<file path="src/rtl/spcq_pkg.sv">
`default_nettype none
// ----------------------------------------------------------------------------
// spcq_pkg: shared types and constants for the strict priority call queue
// Field widths, operation and event codes, and the command word that travels
// from the front end to the scheduler core.
// ----------------------------------------------------------------------------
package spcq_pkg;

  localparam int unsigned NUM_CLASSES = 4;
  localparam int unsigned ID_W        = 12;
  localparam int unsigned CLS_W       = 2;
  localparam int unsigned DUR_W       = 10;
  localparam int unsigned TICK_W      = 32;
  localparam int unsigned ENTRY_W     = ID_W + DUR_W;

  typedef enum logic {
    OP_ARRIVAL = 1'b0,
    OP_TICK    = 1'b1
  } op_e;

  typedef enum logic [1:0] {
    EV_QUEUED        = 2'd0,
    EV_DROPPED       = 2'd1,
    EV_TICK_IDLE     = 2'd2,
    EV_TICK_ANSWERED = 2'd3
  } event_e;

  typedef struct packed {
    op_e               op;
    logic [ID_W-1:0]   id;
    logic [CLS_W-1:0]  cls;
    logic [DUR_W-1:0]  dur;
  } cmd_t;

  typedef struct packed {
    logic full;
    logic empty;
  } q_status_t;

endpackage : spcq_pkg
`default_nettype wire

</file>
<file path="src/rtl/spcq_front.sv">
`default_nettype none
// ----------------------------------------------------------------------------
// spcq_front: input stage
// Registers each accepted input word and classifies it into a command word.
// Fields that a tick does not use are cleared here.
// ----------------------------------------------------------------------------
module spcq_front (
  input  wire logic                        clk_i,
  input  wire logic                        rst_ni,
  input  wire logic                        in_valid_i,
  output      logic                        in_ready_o,
  input  wire logic                        operation_i,
  input  wire logic [spcq_pkg::ID_W-1:0]   caller_id_i,
  input  wire logic [spcq_pkg::CLS_W-1:0]  priority_class_i,
  input  wire logic [spcq_pkg::DUR_W-1:0]  call_duration_i,
  output      logic                        cmd_valid_o,
  input  wire logic                        cmd_ready_i,
  output      spcq_pkg::cmd_t              cmd_o
);

  logic           valid_q;
  spcq_pkg::cmd_t cmd_q;
  spcq_pkg::cmd_t cmd_d;

  assign in_ready_o  = !valid_q || cmd_ready_i;
  assign cmd_valid_o = valid_q;
  assign cmd_o       = cmd_q;

  always_comb begin
    cmd_d.op = spcq_pkg::op_e'(operation_i);
    if (cmd_d.op == spcq_pkg::OP_TICK) begin
      cmd_d.id  = '0;
      cmd_d.cls = '0;
      cmd_d.dur = '0;
    end else begin
      cmd_d.id  = caller_id_i;
      cmd_d.cls = priority_class_i;
      cmd_d.dur = call_duration_i;
    end
  end

  always_ff @(posedge clk_i or negedge rst_ni) begin
    if (!rst_ni) begin
      valid_q <= 1'b0;
    end else if (in_ready_o) begin
      valid_q <= in_valid_i;
    end
  end

  always_ff @(posedge clk_i) begin
    if (in_valid_i && in_ready_o) begin
      cmd_q <= cmd_d;
    end
  end

endmodule : spcq_front
`default_nettype wire

</file>
<file path="src/rtl/spcq_cmd_queue.sv">
`default_nettype none
// ----------------------------------------------------------------------------
// spcq_cmd_queue: two-entry command queue
// Decouples the front end from the scheduler core so that each side can
// stall without holding the other.
// ----------------------------------------------------------------------------
module spcq_cmd_queue (
  input  wire logic            clk_i,
  input  wire logic            rst_ni,
  input  wire logic            push_valid_i,
  output      logic            push_ready_o,
  input  wire spcq_pkg::cmd_t  push_data_i,
  output      logic            pop_valid_o,
  input  wire logic            pop_ready_i,
  output      spcq_pkg::cmd_t  pop_data_o,
  output      spcq_pkg::q_status_t status_o
);

  spcq_pkg::cmd_t entry_q [2];
  logic           wr_ptr_q;
  logic           rd_ptr_q;
  logic [1:0]     cnt_q;
  logic           push;
  logic           pop;

  assign status_o.full  = (cnt_q == 2'd2);
  assign status_o.empty = (cnt_q == 2'd0);
  assign push_ready_o   = !status_o.full;
  assign pop_valid_o    = !status_o.empty;
  assign pop_data_o     = entry_q[rd_ptr_q];
  assign push           = push_valid_i && push_ready_o;
  assign pop            = pop_valid_o && pop_ready_i;

  always_ff @(posedge clk_i or negedge rst_ni) begin
    if (!rst_ni) begin
      wr_ptr_q <= 1'b0;
      rd_ptr_q <= 1'b0;
      cnt_q    <= 2'd0;
    end else begin
      if (push) begin
        wr_ptr_q <= !wr_ptr_q;
      end
      if (pop) begin
        rd_ptr_q <= !rd_ptr_q;
      end
      if (push && !pop) begin
        cnt_q <= cnt_q + 2'd1;
      end else if (pop && !push) begin
        cnt_q <= cnt_q - 2'd1;
      end
    end
  end

  always_ff @(posedge clk_i) begin
    if (push) begin
      entry_q[wr_ptr_q] <= push_data_i;
    end
  end

endmodule : spcq_cmd_queue
`default_nettype wire

</file>
<file path="src/rtl/spcq_back.sv">
`default_nettype none
// ----------------------------------------------------------------------------
// spcq_back: scheduler core
// Holds the four class FIFOs in one memory, the server countdown and the
// tick counter. Executes one command at a time into an output register.
// ----------------------------------------------------------------------------
module spcq_back #(
  parameter int unsigned QUEUE_DEPTH = 16
) (
  input  wire logic                         clk_i,
  input  wire logic                         rst_ni,
  input  wire logic                         cmd_valid_i,
  output      logic                         cmd_ready_o,
  input  wire spcq_pkg::cmd_t               cmd_i,
  output      logic                         out_valid_o,
  input  wire logic                         out_ready_i,
  output      logic [1:0]                   event_kind_o,
  output      logic [spcq_pkg::ID_W-1:0]    answered_id_o,
  output      logic [spcq_pkg::CLS_W-1:0]   answered_class_o,
  output      logic [spcq_pkg::TICK_W-1:0]  tick_number_o
);

  localparam int unsigned IDX_W  = (QUEUE_DEPTH > 1) ? $clog2(QUEUE_DEPTH) : 1;
  localparam int unsigned CNT_W  = $clog2(QUEUE_DEPTH + 1);
  localparam int unsigned MEM_N  = spcq_pkg::NUM_CLASSES * QUEUE_DEPTH;
  localparam int unsigned ADDR_W = $clog2(MEM_N);

  typedef enum logic {
    ST_IDLE,
    ST_READ
  } state_e;

  state_e                          state_q;
  logic [CNT_W-1:0]                count_q [spcq_pkg::NUM_CLASSES];
  logic [IDX_W-1:0]                head_q  [spcq_pkg::NUM_CLASSES];
  logic [IDX_W-1:0]                tail_q  [spcq_pkg::NUM_CLASSES];
  logic [spcq_pkg::DUR_W-1:0]      busy_q;
  logic [spcq_pkg::TICK_W-1:0]     tick_q;
  logic [spcq_pkg::CLS_W-1:0]      pick_cls_q;

  logic                            out_valid_q;
  spcq_pkg::event_e                out_kind_q;
  logic [spcq_pkg::ID_W-1:0]       out_id_q;
  logic [spcq_pkg::CLS_W-1:0]      out_cls_q;
  logic [spcq_pkg::TICK_W-1:0]     out_tick_q;

  logic [spcq_pkg::ENTRY_W-1:0]    mem_q [MEM_N];
  logic [spcq_pkg::ENTRY_W-1:0]    rd_data_q;

  logic                            out_free;
  logic                            out_load;
  logic                            take;
  logic                            is_tick;
  logic                            full;
  logic                            any_pending;
  logic [spcq_pkg::CLS_W-1:0]      pick;
  logic                            wr_en;
  logic                            rd_en;
  logic [ADDR_W-1:0]               wr_addr;
  logic [ADDR_W-1:0]               rd_addr;
  logic [spcq_pkg::DUR_W-1:0]      rd_dur;

  function automatic logic [IDX_W-1:0] next_idx(input logic [IDX_W-1:0] idx);
    return (idx == IDX_W'(QUEUE_DEPTH - 1)) ? '0 : idx + IDX_W'(1);
  endfunction

  assign out_free    = !out_valid_q || out_ready_i;
  assign cmd_ready_o = (state_q == ST_IDLE) && out_free;
  assign take        = cmd_valid_i && cmd_ready_o;
  assign is_tick     = (cmd_i.op == spcq_pkg::OP_TICK);
  assign full        = (count_q[cmd_i.cls] == CNT_W'(QUEUE_DEPTH));

  // Highest non-empty class wins.
  always_comb begin
    pick        = '0;
    any_pending = 1'b0;
    for (int c = 0; c < spcq_pkg::NUM_CLASSES; c++) begin
      if (count_q[c] != '0) begin
        pick        = spcq_pkg::CLS_W'(c);
        any_pending = 1'b1;
      end
    end
  end

  assign wr_en   = take && !is_tick && !full;
  assign rd_en   = take && is_tick && (busy_q == '0) && any_pending;
  assign wr_addr = ADDR_W'(cmd_i.cls) * ADDR_W'(QUEUE_DEPTH) + ADDR_W'(tail_q[cmd_i.cls]);
  assign rd_addr = ADDR_W'(pick) * ADDR_W'(QUEUE_DEPTH) + ADDR_W'(head_q[pick]);
  assign rd_dur  = rd_data_q[spcq_pkg::DUR_W-1:0];

  // A new result word enters the output register this cycle.
  assign out_load = ((state_q == ST_IDLE) && take && !rd_en) ||
                    ((state_q == ST_READ) && out_free);

  always_ff @(posedge clk_i) begin
    if (wr_en) begin
      mem_q[wr_addr] <= {cmd_i.id, cmd_i.dur};
    end
    if (rd_en) begin
      rd_data_q <= mem_q[rd_addr];
    end
  end

  always_ff @(posedge clk_i or negedge rst_ni) begin
    if (!rst_ni) begin
      state_q     <= ST_IDLE;
      busy_q      <= '0;
      tick_q      <= '0;
      pick_cls_q  <= '0;
      out_valid_q <= 1'b0;
      out_kind_q  <= spcq_pkg::EV_QUEUED;
      out_id_q    <= '0;
      out_cls_q   <= '0;
      out_tick_q  <= '0;
      for (int c = 0; c < spcq_pkg::NUM_CLASSES; c++) begin
        count_q[c] <= '0;
        head_q[c]  <= '0;
        tail_q[c]  <= '0;
      end
    end else begin
      out_valid_q <= out_load || (out_valid_q && !out_ready_i);
      unique case (state_q)
        ST_IDLE: begin
          if (take) begin
            if (!is_tick) begin
              out_kind_q  <= full ? spcq_pkg::EV_DROPPED : spcq_pkg::EV_QUEUED;
              out_id_q    <= cmd_i.id;
              out_cls_q   <= cmd_i.cls;
              out_tick_q  <= tick_q;
              if (!full) begin
                tail_q[cmd_i.cls]  <= next_idx(tail_q[cmd_i.cls]);
                count_q[cmd_i.cls] <= count_q[cmd_i.cls] + CNT_W'(1);
              end
            end else if (rd_en) begin
              // Answer this tick once the entry comes back from memory.
              head_q[pick]  <= next_idx(head_q[pick]);
              count_q[pick] <= count_q[pick] - CNT_W'(1);
              pick_cls_q    <= pick;
              state_q       <= ST_READ;
            end else begin
              if (busy_q != '0) begin
                busy_q <= busy_q - spcq_pkg::DUR_W'(1);
              end
              tick_q      <= tick_q + spcq_pkg::TICK_W'(1);
              out_kind_q  <= spcq_pkg::EV_TICK_IDLE;
              out_id_q    <= '0;
              out_cls_q   <= '0;
              out_tick_q  <= tick_q + spcq_pkg::TICK_W'(1);
            end
          end
        end
        ST_READ: begin
          if (out_free) begin
            busy_q      <= (rd_dur == '0) ? '0 : rd_dur - spcq_pkg::DUR_W'(1);
            tick_q      <= tick_q + spcq_pkg::TICK_W'(1);
            out_kind_q  <= spcq_pkg::EV_TICK_ANSWERED;
            out_id_q    <= rd_data_q[spcq_pkg::ENTRY_W-1:spcq_pkg::DUR_W];
            out_cls_q   <= pick_cls_q;
            out_tick_q  <= tick_q + spcq_pkg::TICK_W'(1);
            state_q     <= ST_IDLE;
          end
        end
        default: begin
          state_q <= ST_IDLE;
        end
      endcase
    end
  end

  assign out_valid_o      = out_valid_q;
  assign event_kind_o     = out_kind_q;
  assign answered_id_o    = out_id_q;
  assign answered_class_o = out_cls_q;
  assign tick_number_o    = out_tick_q;

endmodule : spcq_back
`default_nettype wire

</file>
<file path="src/rtl/strict_priority_call_queue_top.sv">
`default_nettype none
// ----------------------------------------------------------------------------
// strict_priority_call_queue_top: single-server strict priority scheduler
// Four FIFO classes (regular, silver, gold, platinum) feed one server.
// ----------------------------------------------------------------------------
// Usage:
//   Input channel (in_valid_i / in_ready_o) carries one word per item. An
//   arrival word puts caller_id_i and call_duration_i at the back of the FIFO
//   named by priority_class_i, or is dropped when that FIFO is full. A tick
//   word closes the current tick: when the server is free it answers the
//   oldest caller of the highest non-empty class and stays busy for that
//   call's duration, then the tick counter advances.
//   Output channel (out_valid_o / out_ready_i) returns exactly one word per
//   input word, in order: the event kind, the caller and class involved,
//   and the tick count after the item.
// Pipeline and throughput:
//   A result word passes the front register, the command queue and the output
//   register; a tick that answers a call also passes the memory read register.
//   The core retires one word per cycle while the receiver takes its results,
//   except an answering tick, which waits on the registered class FIFO read port.
// Reset:
//   All FIFOs empty, server free, tick count zero. No clearing pass.
// Stalls:
//   While the receiver holds out_ready_i low, the front register and the
//   two-entry command queue still take up to three more words.
// ----------------------------------------------------------------------------
module strict_priority_call_queue_top #(
  parameter int unsigned QUEUE_DEPTH = 16
) (
  input  wire logic                         clk_i,
  input  wire logic                         rst_ni,
  input  wire logic                         in_valid_i,
  output      logic                         in_ready_o,
  input  wire logic                         operation_i,
  input  wire logic [spcq_pkg::ID_W-1:0]    caller_id_i,
  input  wire logic [spcq_pkg::CLS_W-1:0]   priority_class_i,
  input  wire logic [spcq_pkg::DUR_W-1:0]   call_duration_i,
  output      logic                         out_valid_o,
  input  wire logic                         out_ready_i,
  output      logic [1:0]                   event_kind_o,
  output      logic [spcq_pkg::ID_W-1:0]    answered_id_o,
  output      logic [spcq_pkg::CLS_W-1:0]   answered_class_o,
  output      logic [spcq_pkg::TICK_W-1:0]  tick_number_o
);

  // Front end to command queue.
  logic                fr_valid;
  logic                fr_ready;
  spcq_pkg::cmd_t      fr_cmd;

  // Command queue to scheduler core.
  logic                bk_valid;
  logic                bk_ready;
  spcq_pkg::cmd_t      bk_cmd;
  spcq_pkg::q_status_t q_stat;

  spcq_front u_front (
    .clk_i            (clk_i),
    .rst_ni           (rst_ni),
    .in_valid_i       (in_valid_i),
    .in_ready_o       (in_ready_o),
    .operation_i      (operation_i),
    .caller_id_i      (caller_id_i),
    .priority_class_i (priority_class_i),
    .call_duration_i  (call_duration_i),
    .cmd_valid_o      (fr_valid),
    .cmd_ready_i      (fr_ready),
    .cmd_o            (fr_cmd)
  );

  spcq_cmd_queue u_cmd_queue (
    .clk_i        (clk_i),
    .rst_ni       (rst_ni),
    .push_valid_i (fr_valid),
    .push_ready_o (fr_ready),
    .push_data_i  (fr_cmd),
    .pop_valid_o  (bk_valid),
    .pop_ready_i  (bk_ready),
    .pop_data_o   (bk_cmd),
    .status_o     (q_stat)
  );

  spcq_back #(
    .QUEUE_DEPTH (QUEUE_DEPTH)
  ) u_back (
    .clk_i            (clk_i),
    .rst_ni           (rst_ni),
    .cmd_valid_i      (bk_valid),
    .cmd_ready_o      (bk_ready),
    .cmd_i            (bk_cmd),
    .out_valid_o      (out_valid_o),
    .out_ready_i      (out_ready_i),
    .event_kind_o     (event_kind_o),
    .answered_id_o    (answered_id_o),
    .answered_class_o (answered_class_o),
    .tick_number_o    (tick_number_o)
  );

  // An accepted word always lands in the front register.
  a_front_loads: assert property (@(posedge clk_i) disable iff (!rst_ni)
    in_valid_i && in_ready_o |=> fr_valid)
    else $error("accepted word did not reach the front register");

  // The core only pulls commands that the queue actually holds.
  a_pop_nonempty: assert property (@(posedge clk_i) disable iff (!rst_ni)
    bk_valid && bk_ready |-> !q_stat.empty)
    else $error("command popped from an empty queue");

  // A tick without an answer reports no caller.
  a_idle_tick_clear: assert property (@(posedge clk_i) disable iff (!rst_ni)
    out_valid_o && (event_kind_o == spcq_pkg::EV_TICK_IDLE)
      |-> (answered_id_o == '0) && (answered_class_o == '0))
    else $error("idle tick carries a caller");

endmodule : strict_priority_call_queue_top
`default_nettype wire

</file>
<file path="config.mk">
export PLATFORM = sky130hd
export DESIGN_NAME = strict_priority_call_queue_top
export DESIGN_NICKNAME = d
export VERILOG_FILES = /design/src/rtl/spcq_pkg.sv /design/src/rtl/spcq_front.sv /design/src/rtl/spcq_cmd_queue.sv /design/src/rtl/spcq_back.sv /design/src/rtl/strict_priority_call_queue_top.sv
export SDC_FILE = /design/constraint.sdc
export NUM_CORES = 2
export LEC_CHECK = 0
export ABC_AREA = 1
export BUFFER_PORTS_ARGS = -buffer_cell sky130_fd_sc_hd__clkbuf_2
export CAP_MARGIN = 20
export CORE_UTILIZATION = 63
export CTS_BUF_LIST = sky130_fd_sc_hd__clkbuf_16
export DETAILED_ROUTE_END_ITERATION = 8
export PLACE_DENSITY = 0.75
export SKIP_CTS_REPAIR_TIMING = 1
export SYNTH_ARGS = -nofsm -noshare
export SYNTH_HDL_FRONTEND = slang
export SYNTH_HIERARCHICAL = 1
export SYNTH_SLANG_ARGS = --single-unit
export TNS_END_PERCENT = 5
</file>
<file path="constraint.sdc">
create_clock -name clk_i -period 5.9 [get_ports clk_i]
set_input_delay 0 -clock clk_i [delete_from_list [all_inputs] [get_ports clk_i]]
set_output_delay 0 -clock clk_i [all_outputs]
set_load 0.02 [all_outputs]
</file>
==> Word level (Yosys, flattened, before mapping) <==
Memory sizes are Yosys's and may differ from the RTL's. A register that Yosys moved wholly into a read port is not among the register bits.
Index checks and enable logic that the tools add are counted.
W data, S select, Z words.
{ "classes": {"mux": 78, "add_sub_neg": 11, "eq_ne": 12, "n_reduce_logical": 48, "magnitude_cmp": 4, "n_bitwise": 5} }
{ "op_table": {"columns": ["operator", "n"], "rows": [
  ["$mux W32", 6],
  ["$pmux W32 S2", 2],
  ["$mux W10", 6],
  ["$mux W20", 3],
  ["$mux W12", 4],
  ["$bwmux W20", 2],
  ["$add A32 B1 Y32 const B", 1],
  ["$bwmux W16", 2],
  ["$mux W4", 8],
  ["$mux W5", 6],
  ["$mux W2", 12],
  ["$pmux W12 S2", 1],
  ["$bmux W5 S2", 2],
  ["$demux W5 S2", 2],
  ["$logic_not A10 Y1", 2],
  ["$pmux W10 S2", 1],
  ["$reduce_bool A5 Y1", 4],
  ["$sub A10 B1 Y10 const B", 2],
  ["$logic_and A1 B1 Y1", 17],
  ["$bmux W4 S2", 2],
  ["$demux W4 S2", 2],
  ["$reduce_and A4 Y1", 4],
  ["$mux W1", 14],
  ["$add A6 B4 Y6", 2],
  ["other kinds (24)", 51]
]} }
{ "totals": {"reg_bits": 176, "input_bits": 29, "ramBits": 1458, "elab_cells": 189, "output_inout_bits": 50, "n_memories": 2} }
{ "memory_table": {"columns": ["memory", "words", "width", "rd", "rd_clocked_by_memory_dff", "wr", "line", "rtl"], "rows": [
  ["u_back.mem_q", 64, 22, 1, 1, 1, "spcq_back.sv:47", "logic [spcq_pkg::ENTRY_W-1:0] mem_q [MEM_N];"],
  ["u_cmd_queue.entry_q", 2, 25, 1, 0, 1, "spcq_cmd_queue.sv:19", "spcq_pkg::cmd_t entry_q [2];"]
]} }

==> Depth between registers and ports, before layout <==
{ "logic_depth": {"word_depth": 12, "mapped_depth": 19, "depth_no_buf": 17} }

==> By module <==
Netlist, hierarchy kept.
{ "by_module_without_submodules": {"columns": ["mod", "seq_area_each_um2", "n_inst", "cells_each", "area_per_inst_um2"], "rows": [
  ["spcq_back", 46594.7, 1, 7281, 72904.9],
  ["spcq_cmd_queue", 1601.5, 1, 164, 2078.2],
  ["spcq_front", 775.7, 1, 81, 998.5]
]} }

==> Worst setup path after synthesis <==
OpenSTA, ideal clock, no wires.
{ "synth_timing": {"kind": "register -> register", "from": "reg u_cmd_queue.rd_ptr_q", "to": "mem u_back/mem_q[63][0] in the netlist's numbering, enable pin", "period_less_slack_ns": 4.396, "t_required_ns": 5.471, "n_path_buf": 2, "setup_slack_ns": 1.504, "setup_ns": 0.429, "t_arrival_ns": 3.967, "path_stages_with_launch": 17, "path_cell_list": "dfrtp_1 buf_6 inv_4 buf_4 nand2_1 nand2_1 inv_1 nor2_1 inv_1 o21ai_1 inv_1 ha_1 nand3_1 nand2_1 nor2_1 inv_1 nor3_1"} }
{ "synth_rtl": {"columns": ["element", "line", "rtl"], "rows": [
  ["start: declaration", "spcq_cmd_queue.sv:21", "logic rd_ptr_q;"],
  ["start signal: assignment", "spcq_cmd_queue.sv:44", "rd_ptr_q <= !rd_ptr_q;"],
  ["end: declaration", "spcq_back.sv:47", null]
]} }

==> Worst setup path in the final report <==
{ "layout_timing": {"from": "reg u_back/count_q[4] in the netlist's numbering", "to": "reg u_back/rd_data_q[18] in the netlist's numbering, read port of u_back.mem_q (data pin)"} }
{ "layout_between": {"elab_chain_cells": 7, "elab_cells_between_ends": 9, "classes_between": "add/sub: 1; mux: 5; bitwise: 1; reduce/logical: 2"} }
{ "layout_lines": {"columns": ["element", "line", "rtl"], "rows": [
  ["start: declaration", "spcq_back.sv:34", "logic [CNT_W-1:0] count_q [spcq_pkg::NUM_CLASSES];"],
  ["start signal: indexed assignment", "spcq_back.sv:132", "count_q[cmd_i.cls] <= count_q[cmd_i.cls] + CNT_W'(1);"],
  ["start signal: indexed assignment", "spcq_back.sv:137", "count_q[pick] <= count_q[pick] - CNT_W'(1);"],
  ["$reduce_bool A5 Y1 (*)", "spcq_back.sv:78", "if (count_q[c] != '0) begin"],
  ["$mux W2", "spcq_back.sv:78", null],
  ["$not A2 Y3 (not written as such)", "spcq_back.sv:88", "assign rd_addr = ADDR_W'(pick) * ADDR_W'(QUEUE_DEPTH) + ADDR_W'(head_q[pick]);"],
  ["$bmux W4 S2", "spcq_back.sv:88", null],
  ["$mux W4 (not written as such) (2 in a row)", "spcq_back.sv:88", null],
  ["$add A6 B4 Y6", "spcq_back.sv:88", null],
  ["end: declaration", "spcq_back.sv:48", "logic [spcq_pkg::ENTRY_W-1:0] rd_data_q;"]
]} }
Every way passes the cells marked *; elsewhere a longest branch is shown, timed or not. The select of a mux whose other input is x is not followed.
A chain may end at the register's enable or synchronous reset.

==> results.sh <==
export IMPL_status="complete, no violations"
export IMPL_startpoint="u_back/count_q[4]$_DFFE_PN0P_"
export IMPL_start_util_pct=63.4
export IMPL_track_usage_pct=35.5
export IMPL_criticalPathCategory="reg -> reg"
export IMPL_synthesis_nets=7565
export IMPL_htreeDepth=4
export IMPL_synthCells=7526
export IMPL_gp_congestion=0.953
export IMPL_relSlewSlack_pct=7.27
export IMPL_timing_rr_end="u_back/rd_data_q[18]$_DFFE_PN_"
export IMPL_endpoint_kind="register"
export IMPL_timing_rr_start="u_back/count_q[4]$_DFFE_PN0P_"
export IMPL_port_buffers=78
export IMPL_cts_sinks=1656
export IMPL_period_minus_slack_ns=4.76
export IMPL_power_density_nw_per_um2=453
export IMPL_wl_mm=218
export IMPL_yosysUniqueCellTypes=50
export IMPL_n_antenna_cell=0
export IMPL_min_path_type="in -> reg"
export IMPL_final_hold_violation_count=0
export IMPL_core_sq_um=120000
export IMPL_fillers=8528
export IMPL_drive_gt1_share_pct=7.90
export IMPL_hp_start="out_ready_i"
export IMPL_die_width_um=349
export IMPL_synth_top_flop_cell="edfxtp_1"
export IMPL_fin_nets=7546
export IMPL_arrival_ns=5.31
export IMPL_synth_seq_cells=1656
export IMPL_cts_tree="built"
export IMPL_grt_first_pass_wirelength_mm=324
export IMPL_grt_setup_unrepaired="false"
export IMPL_grt_max_degree=220
export IMPL_dr_pass1_iters=8
export IMPL_setup_viol=0
export IMPL_antenna_left=0
export IMPL_yosysMostFrequentCell="inv_1"
export IMPL_syn_avg_cell_area_sq_um=10.1
export IMPL_num_rows=127
export IMPL_p_leak_nw=36.1
export IMPL_dp_hpwl_mm=119
export IMPL_fin_crit_sh_pct=80.7
export IMPL_clock_fmax_ghz=0.210
export IMPL_fin_area_sq_um=83600
export IMPL_synth_edf_count=1505
export IMPL_cts_max_path_buffers=3
export IMPL_reg2reg_slack_ns=1.14
export IMPL_synth_async_reset_ratio_pct=9.12
export IMPL_worstSkewPairLatency_ns=0.80
export IMPL_cap_violations=0
export IMPL_route_detailed_wl_per_inst_um=23.6
export IMPL_first_global_vias=53500
export IMPL_setup_tns_ns=0
export IMPL_worstRegToRegCells=15
export IMPL_skew_ns=0.0297
export IMPL_die_area_sq_um=122000
export IMPL_start_kind="register"
export IMPL_root_buffer="clkbuf_16"
export IMPL_cts_buffers_inserted=167
export IMPL_required_ns=6.45
export IMPL_drv_slew=0
export IMPL_min_to="u_back/out_valid_o$_DFF_PN0_"
export IMPL_netlist_top_cells_count="inv_1 (1608), edfxtp_1 (1505), nand3_1 (1284), nand2_1 (1256), nand4_1 (712)"
export IMPL_area_delta_synth_final_pct=9.99
export IMPL_synth_area_leader_cell="edfxtp_1"
export IMPL_synth_yosys_warnings=6
export IMPL_synth_seq_area_share_pct=64.5
export IMPL_antenna_found_initial=8
export IMPL_netlist_top_cells_area="edfxtp_1 (59%), nand3_1 (8.5%), inv_1 (7.9%)"
export IMPL_route_detailed_drc=0
export IMPL_drtIter0Drc=8785
export IMPL_dpl_cell_area_sq_um=77800
export IMPL_ioPinCount=79
export IMPL_clk_pin_slew_worst_paths_ns=0.06
export IMPL_syn_area_sq_um=76000
export IMPL_tightest_slew_ns=1.39
export IMPL_vias_per_cell=6.14
export IMPL_vias=56700
export IMPL_die_y_um=349
export IMPL_overflow=0
export IMPL_ir_drop_v=0.000470
export IMPL_netlist_area_leader_share_pct=59.5
export IMPL_hold_depth=5
export IMPL_path_max_fanout=201
[flip-flops by register name, indices dropped and copies added (netlist names)]
register / flops
u_back/answered_class_o: 2
u_back/answered_id_o: 12
u_back/busy_q: 10
u_back/count_q: 20
u_back/event_kind_o: 2
u_back/head_q: 16
u_back/mem_q: 1408
u_back/out_valid_o: 1
u_back/pick_cls_q: 2
u_back/rd_data_q: 22
u_back/state_q: 1
u_back/tail_q: 16
u_back/tick_number_o: 32
u_back/tick_q: 32
u_cmd_queue/cnt_q: 2
u_cmd_queue/entry_q: 50
u_cmd_queue/rd_ptr_q: 1
u_cmd_queue/wr_ptr_q: 1
u_front/cmd_o: 25
u_front/cmd_valid_o: 1
[worst max-delay path, cell delays in order, from the launching register on]
cell and delay, ns:
dfrtp_1 0.44, inv_2 0.09, nand3_4 0.44, nor2_8 0.14, nand3_4 0.31, buf_12 0.66, buf_4 0.87, nand4_1 0.16
nand3_1 0.14, nand3_1 0.19, nand3_1 0.16, nand2_1 0.13, nand2_1 0.10, nand2_1 0.06, inv_1 0.19, nand2_1 0.09
[worst max path at each step]
stage,end,slack (ns),cells past startpoint
after floorplan,u_back/mem_q[63][0]$_DFFE_PP_,1.50,16
after global placement,u_back/mem_q[16][6]$_DFFE_PP_,1.33,15
after detailed placement,u_back/mem_q[16][1]$_DFFE_PP_,1.17,15
after CTS,u_back/mem_q[16][8]$_DFFE_PP_,1.16,15
after global routing,u_back/mem_q[55][2]$_DFFE_PP_,0.88,17
final,u_back/rd_data_q[18]$_DFFE_PN_,1.14,15
[kinds of logic after synthesis]
group                      after synthesis  share of synthesized area (%)
DFF                                   1656                           64.5
adders and majority gates               10                          0.165
AOI/OAI and AO/OA                      213                           1.75
buffers and inverters                 2108                           11.1
and+or+nand+nor                       3492                           22.0
xor gates and xnor gates                47                          0.542
[final cells by class]
type / instances / area, sq um / share of cell area (%)
well taps: 1612 / 2020 / 2.41
clock buffers: 172 / 4300 / 5.15
clock inverters: 125 / 836 / 1.00
multi-input cells: 3762 / 18800 / 22.5
flip-flops and latches: 1656 / 49000 / 58.6
repair buffers: 294 / 2490 / 2.98
inverters: 1626 / 6120 / 7.32
[placed cells by master (no fill, tap or decap), types with 24 or more instances in the layout]
cell type      instances
inv_1               1643
edfxtp_1            1505
nand3_1             1284
nand2_1             1234
nand4_1              712
clkbuf_16            172
dfrtp_1              151
buf_4                135
nor2_1               120
clkbuf_2              77
nor2_2                70
dlygate4sd3_1         54
o21ai_0               51
clkinv_1              42
xor2_1                37
o21ai_1               32
clkinv_2              29
o22ai_1               28
a21oi_1               28
nand2_2               28
a22oi_1               26
buf_12                24
[metal layers]
metal / up-vias / GRT usage, % / wire length, um
met5: - / 0 / 27
li1: 25300 / - / -
met1: 26900 / 47.3 / 78500
met3: 700 / 7.15 / 26100
met4: 4 / 22.2 / 14700
met2: 3852 / 53.9 / 98500
[where the power goes]
group          leakage (nW)  internal (mW)  switching (mW)  total [mW]
Combinational          17.9           2.61            9.32        11.9
Clock                  2.67           5.65            4.43        10.1
Sequential             15.5           15.4           0.406        15.8
[metrics by stage]
step	util, %	std cells	power [mW]	setup slack (ns)	hold WS, ns
3_3_place_gp	64.9	8892	27.3	1.33	0.0961
4_1_cts	69.3	9190	37.5	1.16	-0.762
3_5_place_dp	65.0	8893	27.5	1.17	0.0959
2_1_floorplan	-	7526	22.8	1.50	-0.296
5_1_grt	69.7	9247	39.0	0.882	0.0635
6_report	69.7	9247	37.9	1.14	0.0497
Note: power is estimated with default switching activity, not from simulation.
